--- config.mk ---
export PLATFORM = sky130hd
export DESIGN_NAME = tool_rack_clamp_transfer
export DESIGN_NICKNAME = d
export VERILOG_FILES = /design/src/rtl/trc_pkg.sv /design/src/rtl/trc_ctrl.sv /design/src/rtl/trc_dp.sv /design/src/rtl/tool_rack_clamp_transfer.sv
export SDC_FILE = /design/constraint.sdc
export NUM_CORES = 1
export LEC_CHECK = 0
export BUFFER_PORTS_ARGS = -buffer_cell sky130_fd_sc_hd__buf_2
export CAP_MARGIN = 20
export CELL_PAD_IN_SITES_DETAIL_PLACEMENT = 0
export CELL_PAD_IN_SITES_GLOBAL_PLACEMENT = 1
export CORE_UTILIZATION = 53
export CTS_CLUSTER_SIZE = 8
export DETAILED_ROUTE_END_ITERATION = 12
export HOLD_SLACK_MARGIN = 0.08
export PLACE_DENSITY_LB_ADDON = 0.15
export SYNTH_ARGS = -nofsm -noshare
export SYNTH_HDL_FRONTEND = slang
export SYNTH_SLANG_ARGS = --single-unit
--- constraint.sdc ---
create_clock -name clk -period 32.5 [get_ports clk]
set_input_delay 1.625 -clock clk [delete_from_list [all_inputs] [get_ports clk]]
set_output_delay 1.625 -clock clk [all_outputs]
set_load 0.02 [all_outputs]
--- src/rtl/trc_pkg.sv ---
// ----------------------------------------------------------------------------
// trc_pkg
// Shared types, codes and pocket geometry for the tool rack clamp transfer.
// ----------------------------------------------------------------------------
package trc_pkg;

  // item operation codes
  localparam logic [1:0] OP_SAMPLE   = 2'd0;
  localparam logic [1:0] OP_POCKET   = 2'd1;
  localparam logic [1:0] OP_SPINDLE  = 2'd2;
  localparam logic [1:0] OP_RESERVED = 2'd3;

  // transfer result codes
  localparam logic [1:0] XFER_NONE = 2'd0;
  localparam logic [1:0] XFER_PUT  = 2'd1;
  localparam logic [1:0] XFER_TAKE = 2'd2;

  // configuration register indexes
  localparam logic [2:0] REG_AVAILABLE = 3'd0;
  localparam logic [2:0] REG_RACK_X    = 3'd1;
  localparam logic [2:0] REG_RACK_Y    = 3'd2;
  localparam logic [2:0] REG_RACK_Z    = 3'd3;
  localparam logic [2:0] REG_ACTION    = 3'd4;
  localparam logic [2:0] REG_XY_TOL    = 3'd5;
  localparam logic [2:0] REG_Z_TOL     = 3'd6;

  // widest pocket index over the supported pocket counts
  localparam int IDX_MAX_W = 4;

  typedef enum logic [2:0] {
    S_IDLE,
    S_EXEC,
    S_XFER,
    S_CONTACT,
    S_DONE
  } state_t;

  typedef struct packed {
    logic load;
    logic exec;
    logic xfer_step;
    logic contact_step;
    logic finish;
  } cmd_t;

  typedef struct packed {
    logic is_sample;
    logic xfer_on;
    logic scan_last;
    logic out_free;
  } status_t;

  // Y offset of a pocket from the rack base in micrometres
  function automatic logic signed [19:0] pocket_off(input logic [IDX_MAX_W-1:0] idx);
    logic signed [19:0] r;
    if (idx == '0) begin
      r = 20'sd210000;
    end else begin
      r = 20'((6 - $signed({1'b0, idx})) * 30000);
    end
    return r;
  endfunction

endpackage

--- src/rtl/trc_ctrl.sv ---
// ----------------------------------------------------------------------------
// trc_ctrl
// Sequencer: accept, execute, transfer scan, contact scan, deliver.
// ----------------------------------------------------------------------------
module trc_ctrl (
  input  logic             clk,
  input  logic             rst,
  input  logic             in_valid,
  output logic             in_stall,
  input  trc_pkg::status_t sts,
  output trc_pkg::cmd_t    cmd
);

  trc_pkg::state_t state, state_next;

  // hold state
  always_ff @(posedge clk) begin
    if (rst) begin
      state <= trc_pkg::S_IDLE;
    end else begin
      state <= state_next;
    end
  end

  // next state
  always_comb begin
    state_next = state;
    case (state)
      trc_pkg::S_IDLE: begin
        if (in_valid) state_next = trc_pkg::S_EXEC;
      end
      trc_pkg::S_EXEC: begin
        state_next = sts.is_sample ? trc_pkg::S_XFER : trc_pkg::S_DONE;
      end
      trc_pkg::S_XFER: begin
        if (!sts.xfer_on || sts.scan_last) state_next = trc_pkg::S_CONTACT;
      end
      trc_pkg::S_CONTACT: begin
        if (sts.scan_last) state_next = trc_pkg::S_DONE;
      end
      trc_pkg::S_DONE: begin
        if (sts.out_free) state_next = trc_pkg::S_IDLE;
      end
      default: state_next = trc_pkg::S_IDLE;
    endcase
  end

  // outputs
  always_comb begin
    cmd      = '0;
    in_stall = 1'b1;
    case (state)
      trc_pkg::S_IDLE: begin
        in_stall = 1'b0;
        cmd.load = in_valid;
      end
      trc_pkg::S_EXEC:    cmd.exec = 1'b1;
      trc_pkg::S_XFER:    cmd.xfer_step = sts.xfer_on;
      trc_pkg::S_CONTACT: cmd.contact_step = 1'b1;
      trc_pkg::S_DONE:    cmd.finish = sts.out_free;
      default: cmd = '0;
    endcase
  end

endmodule

--- src/rtl/trc_dp.sv ---
// ----------------------------------------------------------------------------
// trc_dp
// Datapath: registers, clamp hysteresis, pocket table, one-pocket scan unit.
// ----------------------------------------------------------------------------
module trc_dp #(
  parameter int POCKETS = 8
) (
  input  logic                clk,
  input  logic                rst,
  input  logic                cfg_we,
  input  logic [2:0]          cfg_index,
  input  logic [20:0]         cfg_data,
  input  logic [1:0]          op,
  input  logic signed [20:0]  spindle_x,
  input  logic signed [20:0]  spindle_y,
  input  logic signed [20:0]  spindle_z,
  input  logic signed [20:0]  clamp_pos,
  input  logic [2:0]          pocket_index,
  input  logic [19:0]         tool_number,
  input  logic [19:0]         tool_length,
  input  logic                occupied,
  input  logic                installed,
  output logic                out_valid,
  input  logic                out_stall,
  output logic                clamp_changed,
  output logic                clamped,
  output logic                contact,
  output logic [1:0]          transfer,
  output logic [2:0]          transfer_pocket,
  output logic                spindle_loaded,
  output logic [19:0]         spindle_tool_out,
  input  trc_pkg::cmd_t       cmd,
  output trc_pkg::status_t    sts
);

  localparam int PW = (POCKETS > 1) ? $clog2(POCKETS) : 1;

  // configuration
  logic               rack_available;
  logic signed [20:0] rack_x, rack_y, rack_z;
  logic signed [14:0] clamp_action;
  logic [13:0]        xy_tolerance, z_tolerance;

  // item registers
  logic [1:0]         i_op;
  logic signed [20:0] i_sx, i_sy, i_sz, i_pos;
  logic [2:0]         i_pidx;
  logic [19:0]        i_tool, i_len;
  logic               i_occ, i_inst;

  // block state
  logic [POCKETS-1:0] pocket_present, pocket_full;
  logic [19:0]        pocket_tool [POCKETS];
  logic [19:0]        pocket_length [POCKETS];
  logic               spindle_has;
  logic [19:0]        spindle_tool_id, spindle_length;
  logic               clamp_closed, last_seen_valid;
  logic signed [20:0] last_clamp, clamp_reference;

  // per-item working state
  logic          changed;
  logic [1:0]    mode;
  logic          xfer_done;
  logic [1:0]    xfer_code;
  logic [PW-1:0] xfer_idx;
  logic          contact_hit;
  logic [PW-1:0] idx;

  // write configuration
  always_ff @(posedge clk) begin
    if (rst) begin
      rack_available <= 1'b0;
      rack_x         <= '0;
      rack_y         <= '0;
      rack_z         <= '0;
      clamp_action   <= 15'sd1000;
      xy_tolerance   <= 14'd2000;
      z_tolerance    <= 14'd3000;
    end else if (cfg_we) begin
      case (cfg_index)
        trc_pkg::REG_AVAILABLE: rack_available <= cfg_data[0];
        trc_pkg::REG_RACK_X:    rack_x         <= cfg_data;
        trc_pkg::REG_RACK_Y:    rack_y         <= cfg_data;
        trc_pkg::REG_RACK_Z:    rack_z         <= cfg_data;
        trc_pkg::REG_ACTION:    clamp_action   <= cfg_data[14:0];
        trc_pkg::REG_XY_TOL:    xy_tolerance   <= cfg_data[13:0];
        trc_pkg::REG_Z_TOL:     z_tolerance    <= cfg_data[13:0];
        default: ;
      endcase
    end
  end

  // capture item
  always_ff @(posedge clk) begin
    if (cmd.load) begin
      i_op   <= op;
      i_sx   <= spindle_x;
      i_sy   <= spindle_y;
      i_sz   <= spindle_z;
      i_pos  <= clamp_pos;
      i_pidx <= pocket_index;
      i_tool <= tool_number;
      i_len  <= tool_length;
      i_occ  <= occupied;
      i_inst <= installed;
    end
  end

  // clamp hysteresis
  logic signed [21:0] delta, travel;
  logic signed [24:0] d_ext, d5, a4;
  logic [15:0]        act;
  logic               hit;
  logic               closed_new;
  always_comb begin
    delta  = 22'(i_pos) - 22'(last_clamp);
    travel = clamp_closed ? 22'(clamp_reference) - 22'(i_pos)
                          : 22'(i_pos) - 22'(clamp_reference);
    act    = clamp_action[14] ? 16'(-$signed({clamp_action[14], clamp_action}))
                              : 16'(clamp_action);
    d_ext  = 25'(travel);
    d5     = (d_ext <<< 2) + d_ext;
    a4     = $signed({7'd0, act, 2'b00});
    hit    = last_seen_valid && (delta != 0) && !(clamp_closed && delta > 0)
             && !(!clamp_closed && delta < 0) && (travel >= 22'sd50) && (d5 >= a4);
    closed_new = hit ? !clamp_closed : clamp_closed;
  end

  // pocket geometry at the scan index
  logic signed [19:0] off;
  logic signed [22:0] dx, dy, dz, ax, ay, az;
  logic               near, at_xfer, xfer_match;
  always_comb begin
    off  = trc_pkg::pocket_off(trc_pkg::IDX_MAX_W'(idx));
    dx   = 23'(i_sx) - 23'(rack_x);
    dy   = 23'(i_sy) - (23'(rack_y) + 23'(off));
    dz   = 23'(i_sz) - 23'(rack_z);
    ax   = dx[22] ? -dx : dx;
    ay   = dy[22] ? -dy : dy;
    az   = dz[22] ? -dz : dz;
    near = (ax <= $signed({9'd0, xy_tolerance})) && (ay <= $signed({9'd0, xy_tolerance}));
    at_xfer = near && (az <= $signed({9'd0, z_tolerance}));
    xfer_match = !xfer_done && pocket_present[idx] && at_xfer
                 && ((mode == trc_pkg::XFER_PUT) || pocket_full[idx]);
  end

  // execute item, then scan
  always_ff @(posedge clk) begin
    if (rst) begin
      pocket_present  <= '0;
      pocket_full     <= '0;
      spindle_has     <= 1'b0;
      spindle_tool_id <= '0;
      spindle_length  <= '0;
      clamp_closed    <= 1'b1;
      last_seen_valid <= 1'b0;
      last_clamp      <= '0;
      clamp_reference <= '0;
    end else if (cmd.exec) begin
      case (i_op)
        trc_pkg::OP_SAMPLE: begin
          last_seen_valid <= 1'b1;
          last_clamp      <= i_pos;
          if (!last_seen_valid || hit) begin
            clamp_reference <= i_pos;
          end else if (clamp_closed && delta > 0 && i_pos > clamp_reference) begin
            clamp_reference <= i_pos;
          end else if (!clamp_closed && delta < 0 && i_pos < clamp_reference) begin
            clamp_reference <= i_pos;
          end
          clamp_closed <= closed_new;
        end
        trc_pkg::OP_POCKET: begin
          if (32'(i_pidx) < POCKETS) begin
            pocket_present[PW'(i_pidx)] <= 1'b1;
            pocket_full[PW'(i_pidx)]    <= i_occ;
          end
        end
        trc_pkg::OP_SPINDLE: begin
          spindle_has     <= i_inst;
          spindle_tool_id <= i_inst ? i_tool : '0;
          spindle_length  <= i_inst ? i_len : '0;
        end
        default: ;
      endcase
    end else if (cmd.xfer_step && xfer_match) begin
      if (mode == trc_pkg::XFER_PUT) begin
        pocket_full[idx] <= 1'b1;
        spindle_has      <= 1'b0;
        spindle_tool_id  <= '0;
        spindle_length   <= '0;
      end else begin
        pocket_full[idx] <= 1'b0;
        spindle_has      <= 1'b1;
        spindle_tool_id  <= pocket_tool[idx];
        spindle_length   <= pocket_length[idx];
      end
    end
  end

  // pocket tool data, no reset
  always_ff @(posedge clk) begin
    if (cmd.exec && i_op == trc_pkg::OP_POCKET && 32'(i_pidx) < POCKETS) begin
      pocket_tool[PW'(i_pidx)]   <= i_tool;
      pocket_length[PW'(i_pidx)] <= i_len;
    end else if (cmd.xfer_step && xfer_match && mode == trc_pkg::XFER_PUT) begin
      pocket_tool[idx]   <= spindle_tool_id;
      pocket_length[idx] <= spindle_length;
    end
  end

  // per-item flags and scan index
  always_ff @(posedge clk) begin
    if (cmd.exec) begin
      changed     <= (i_op == trc_pkg::OP_SAMPLE) && hit;
      xfer_done   <= 1'b0;
      xfer_code   <= trc_pkg::XFER_NONE;
      xfer_idx    <= '0;
      contact_hit <= 1'b0;
      idx         <= '0;
      mode        <= trc_pkg::XFER_NONE;
      if (i_op == trc_pkg::OP_SAMPLE && hit && rack_available) begin
        if (!closed_new && spindle_has) mode <= trc_pkg::XFER_PUT;
        if (closed_new && !spindle_has) mode <= trc_pkg::XFER_TAKE;
      end
    end else if (cmd.xfer_step) begin
      if (xfer_match) begin
        xfer_done <= 1'b1;
        xfer_code <= mode;
        xfer_idx  <= idx;
      end
      idx <= sts.scan_last ? '0 : idx + 1'b1;
    end else if (cmd.contact_step) begin
      if (rack_available && pocket_present[idx] && pocket_full[idx] && near) begin
        contact_hit <= 1'b1;
      end
      idx <= sts.scan_last ? '0 : idx + 1'b1;
    end
  end

  // status
  always_comb begin
    sts.is_sample = (i_op == trc_pkg::OP_SAMPLE);
    sts.xfer_on   = (mode != trc_pkg::XFER_NONE);
    sts.scan_last = (idx == PW'(POCKETS - 1));
    sts.out_free  = !out_valid || !out_stall;
  end

  // output register
  always_ff @(posedge clk) begin
    if (rst) begin
      out_valid <= 1'b0;
    end else if (cmd.finish) begin
      out_valid <= 1'b1;
    end else if (!out_stall) begin
      out_valid <= 1'b0;
    end
  end

  always_ff @(posedge clk) begin
    if (cmd.finish) begin
      clamp_changed    <= changed && sts.is_sample;
      clamped          <= clamp_closed;
      contact          <= contact_hit && sts.is_sample;
      transfer         <= sts.is_sample ? xfer_code : trc_pkg::XFER_NONE;
      transfer_pocket  <= sts.is_sample ? 3'(xfer_idx) : 3'd0;
      spindle_loaded   <= spindle_has;
      spindle_tool_out <= spindle_tool_id;
    end
  end

`ifndef SYNTHESIS
  a_xfer_needs_toggle: assert property (@(posedge clk) disable iff (rst)
    out_valid && transfer != trc_pkg::XFER_NONE |-> clamp_changed)
    else $error("transfer without clamp toggle");
  a_put_empties: assert property (@(posedge clk) disable iff (rst)
    out_valid && transfer == trc_pkg::XFER_PUT |-> !spindle_loaded && !clamped)
    else $error("put left spindle loaded");
  a_take_loads: assert property (@(posedge clk) disable iff (rst)
    out_valid && transfer == trc_pkg::XFER_TAKE |-> spindle_loaded && clamped)
    else $error("take left spindle empty");
  a_empty_zero: assert property (@(posedge clk) disable iff (rst)
    !spindle_has |-> spindle_tool_id == '0)
    else $error("empty spindle holds a tool number");
`endif

endmodule

--- src/rtl/tool_rack_clamp_transfer.sv ---
// From accept to result valid: a write executes and delivers; a clamp sample
// also runs a contact scan, and a toggle that starts a transfer runs a transfer
// scan before it; the scan unit checks one pocket per cycle.
// Throughput: one item at a time, the next accept in the cycle after the result
// loads, plus any output stall.
// Reset: synchronous, clears configuration, pocket flags, spindle and clamp state.
// ----------------------------------------------------------------------------
// tool_rack_clamp_transfer
// Tool rack model: clamp hysteresis, tool put/take at the rack, contact report.
// ----------------------------------------------------------------------------
module tool_rack_clamp_transfer #(
  parameter int POCKETS = 8
) (
  input  logic               clk,
  input  logic               rst,
  input  logic               cfg_we,
  input  logic [2:0]         cfg_index,
  input  logic [20:0]        cfg_data,
  input  logic               in_valid,
  output logic               in_stall,
  input  logic [1:0]         op,
  input  logic signed [20:0] spindle_x,
  input  logic signed [20:0] spindle_y,
  input  logic signed [20:0] spindle_z,
  input  logic signed [20:0] clamp_pos,
  input  logic [2:0]         pocket_index,
  input  logic [19:0]        tool_number,
  input  logic [19:0]        tool_length,
  input  logic               occupied,
  input  logic               installed,
  output logic               out_valid,
  input  logic               out_stall,
  output logic               clamp_changed,
  output logic               clamped,
  output logic               contact,
  output logic [1:0]         transfer,
  output logic [2:0]         transfer_pocket,
  output logic               spindle_loaded,
  output logic [19:0]        spindle_tool_out
);

  trc_pkg::cmd_t    cmd;
  trc_pkg::status_t sts;

  // sequencer
  trc_ctrl u_ctrl (
    .clk      (clk),
    .rst      (rst),
    .in_valid (in_valid),
    .in_stall (in_stall),
    .sts      (sts),
    .cmd      (cmd)
  );

  // datapath
  trc_dp #(.POCKETS(POCKETS)) u_dp (
    .clk              (clk),
    .rst              (rst),
    .cfg_we           (cfg_we),
    .cfg_index        (cfg_index),
    .cfg_data         (cfg_data),
    .op               (op),
    .spindle_x        (spindle_x),
    .spindle_y        (spindle_y),
    .spindle_z        (spindle_z),
    .clamp_pos        (clamp_pos),
    .pocket_index     (pocket_index),
    .tool_number      (tool_number),
    .tool_length      (tool_length),
    .occupied         (occupied),
    .installed        (installed),
    .out_valid        (out_valid),
    .out_stall        (out_stall),
    .clamp_changed    (clamp_changed),
    .clamped          (clamped),
    .contact          (contact),
    .transfer         (transfer),
    .transfer_pocket  (transfer_pocket),
    .spindle_loaded   (spindle_loaded),
    .spindle_tool_out (spindle_tool_out),
    .cmd              (cmd),
    .sts              (sts)
  );

endmodule

==> out/summary.txt <==
Routed vias/inst: 6.01
Sequential area share after synthesis: 41.7%
Num ports: 191
RePlAce Congestion: 0.913
Max Clk Rate: 0.0862 GHz
Crit-path max cell delay: 0.82 ns
WL final: 88700 um
Worst Path Buf+Inv: 5
Simple-gate share of the synthesized area: 15.0%
Post-synthesis cell type count: 103
Final setup viols: 0
Hold/Removal Path Class: reg2reg
Cell count after synthesis: 3278
Clock Sinks: 508
Clk_lat worst skew: 0.64 ns
CP Max Fanout: 56
Row count: 89
Core area: 0.0590 mm2
RSZ-0062 raised after global routing: no
Mux contribution to synthesized area: 6.19%
Post-synth EDFFs: 303
Primary FF master, synth: edfxtp_1
Post-route DRC: 0
Final core utilization: 60.1%
Asr flop ratio synth: 0%
Commonest non-fill, non-tap cell in the layout: nand2_1
Status: finished, final reports clean
Cell area power density: 96.6 mW/mm2
Largest net degree at the start of global routing: 78
Total CTS buffers: 74
Post-synthesis xor/xnor area fraction: 3.84%
# hold bufs at CTS: 0
Number of max-cap violations: 0
Die Area: 0.0607 mm2
Final Hold Fails: 0
Cell Area, Synth: 0.0317 mm2
Clock slew seen by the registers of the worst setup and hold paths: 0.05 ns
Avg Inst Size Synth: 9.66 um2
Leak Pwr: 13.5 nW
Synth Area in Compound Gates: 17.2%
Slowest CP cell: dfxtp_1
Via count: 25.5k
Port Buffers: 170
Area growth syn-to-layout: 11.9%
Most frequent cells in the layout: nand2_1 (453), a21oi_1 (304), edfxtp_1 (303), ha_1 (242), inv_1 (232)
CTS tree: yes
Total congestion overflow: 0
Drt initial violations: 1907
Adder-cell share of the synthesized area: 11.3%
Tmin final: 11.60 ns
Layout cells sized above 1: 11.5%
GRT Total Usage: 29.3%
Final period util: 35.7%
Worst Skew: 0.0294 ns
First-pass GRT wire length: 138000 um
CP most frequent cell: a21oi_1
Die width: 246 um
Post-route setup TNS: 0 ns
Slew @ Worst Pin: 1.08 ns
Clock buffer depth: 3
Antenna violations before repair: 5
Worst EP arrival: 11.86 ns
Vias in the first global route: 24.6k
Ys Warns: 0
Final Max Slew Viols: 0
Relative slew slack: 28.2%
Initial core utilization: 53.7%
WS Path Type: reg2reg
CP required: 32.76 ns
Final Net Count: 3840
Largest family of logic cells by synthesized area: compound AO/OA/AOI/OAI gates
Drt wl/cell: 20.9 um
Post-CTS setup buffer count: 0
Remaining antenna violation count: 0
Root buf cell: clkbuf_16
PostCTS Resize Cnt: 0
Crit path launch type: flop
Crit path max-delay family: compound AO/OA/AOI/OAI gates
TritonRoute pass-1 iters: 6
VDD IR max: 0.0891 mV
Yosys reg bits: 508
Die Span Y: 246 um
CP Capture Type: flop
CTS H-tree lvls: 3
Post-synthesis net count: 3708
Post-DP HPWL: 62300 um
[metrics by stage]
step           hold slack [ns]  instances  setup slack [ns]  power [mW]  instance area [um2]
2_1_floorplan            0.419       3278             22.06        2.23                31700
3_3_place_gp             0.431       4105             21.20        2.61                33200
3_5_place_dp             0.441       4105             21.04        2.66                33200
4_1_cts                  0.448       4239             20.98        3.42                35400
5_1_grt                  0.469       4241             20.08        3.68                35400
6_report                 0.445       4242             20.90        3.42                35400
[synthesized netlist by cell type (all sizes together) (13+ instances only)]
cell type  count  area share (%)
clkbuf       117             1.4
and3          27            0.53
xor2          65             1.8
nand4         39            0.77
o21a          36            0.85
nor3b         14            0.33
nor2b         39            0.77
o211ai        40            0.95
o31ai         17            0.40
a31oi         33            0.70
nor3          63             1.0
or3           23            0.45
inv          234             2.8
ha           242             9.6
mux2i         68             2.1
a21o          74             1.8
mux4          42             3.0
nor2         178             2.1
and2          25            0.49
o311ai        13            0.36
o21ai        123             2.0
fa            28             1.8
nor4          15            0.34
dfxtp        205              13
a21oi        308             4.9
mux2          25             1.1
nand3         54            0.85
xnor2         74             2.0
a211oi        28            0.66
o311a         25            0.79
buf           28            0.54
nand2b        30            0.59
o21bai        21            0.50
nand2        453             5.4
edfxtp       303              29
[cells by family after synthesis]
family	Yosys count
other	1
buffers and inverters	380
XOR/XNOR	139
AO/OA/AOI/OAI	834
adder cells (fa/ha/maj)	270
AND/OR/NAND/NOR	1011
multiplexers	135
flip-flops	508
[area by class of cell]
class / count / area, um2
clock inverters: 7 / 159
diodes: 1 / 2.50
repair buffers: 201 / 1090
fillers: 5043 / 23600
well taps: 773 / 967
clock buffers: 127 / 2090
multi-input cells: 2390 / 17000
inverters: 235 / 882
flip-flops and latches: 508 / 13200
[flip-flops by register name (all words and copies together), names as in the netlist, 21 cells and up, named ones only]
signal,count
u_dp.rack_x,21
u_dp.i_sz,21
u_dp.i_sx,21
u_dp.pocket_tool,160
u_dp.i_pos,21
u_dp.clamp_reference,21
u_dp.i_sy,21
u_dp.rack_y,21
u_dp.last_clamp,21
u_dp.rack_z,21
[power breakdown]
part	switching, mW	internal (mW)	leakage (nW)
sequential	0.0580	0.782	4.45
clock	0.301	0.441	1.07
combinational	1.12	0.723	7.98
[path summary, 6_finish.rpt]
check,start,to,slack [ns],cells past startpoint
worst min register to register,u_dp.xfer_code[0]$_SDFFE_PP0P_,u_dp.xfer_code[0]$_SDFFE_PP0P_,0.45,2
worst max register to register,u_dp.idx[1]$_SDFFE_PP0N_,u_dp.pocket_tool[4][8]$_DFFE_PP_,20.90,43
worst min-delay path,u_dp.xfer_code[0]$_SDFFE_PP0P_,u_dp.xfer_code[0]$_SDFFE_PP0P_,0.45,2
worst max-delay path,u_dp.idx[1]$_SDFFE_PP0N_,u_dp.pocket_tool[4][8]$_DFFE_PP_,20.90,43
[metal layers]
metal	vias to the layer above	GRT usage [%]	share of wire (%)
met4	2	8.08	2.4
li1	12198	-	-
met5	-	0	0.015
met1	12350	41.1	45
met3	125	4.55	6.6
met2	821	46.8	46
[worst reg2reg max path, delay by kind of cell, from the launching register on]
kind | cells | cell delay (ns)
compound gates | 20 | 3.66
simple gates | 9 | 2.03
fa+ha+maj | 8 | 2.74
buf+inv | 5 | 1.77
flops | 1 | 0.82
xor+xnor | 1 | 0.18
Note: power is estimated with default switching activity, not from simulation.
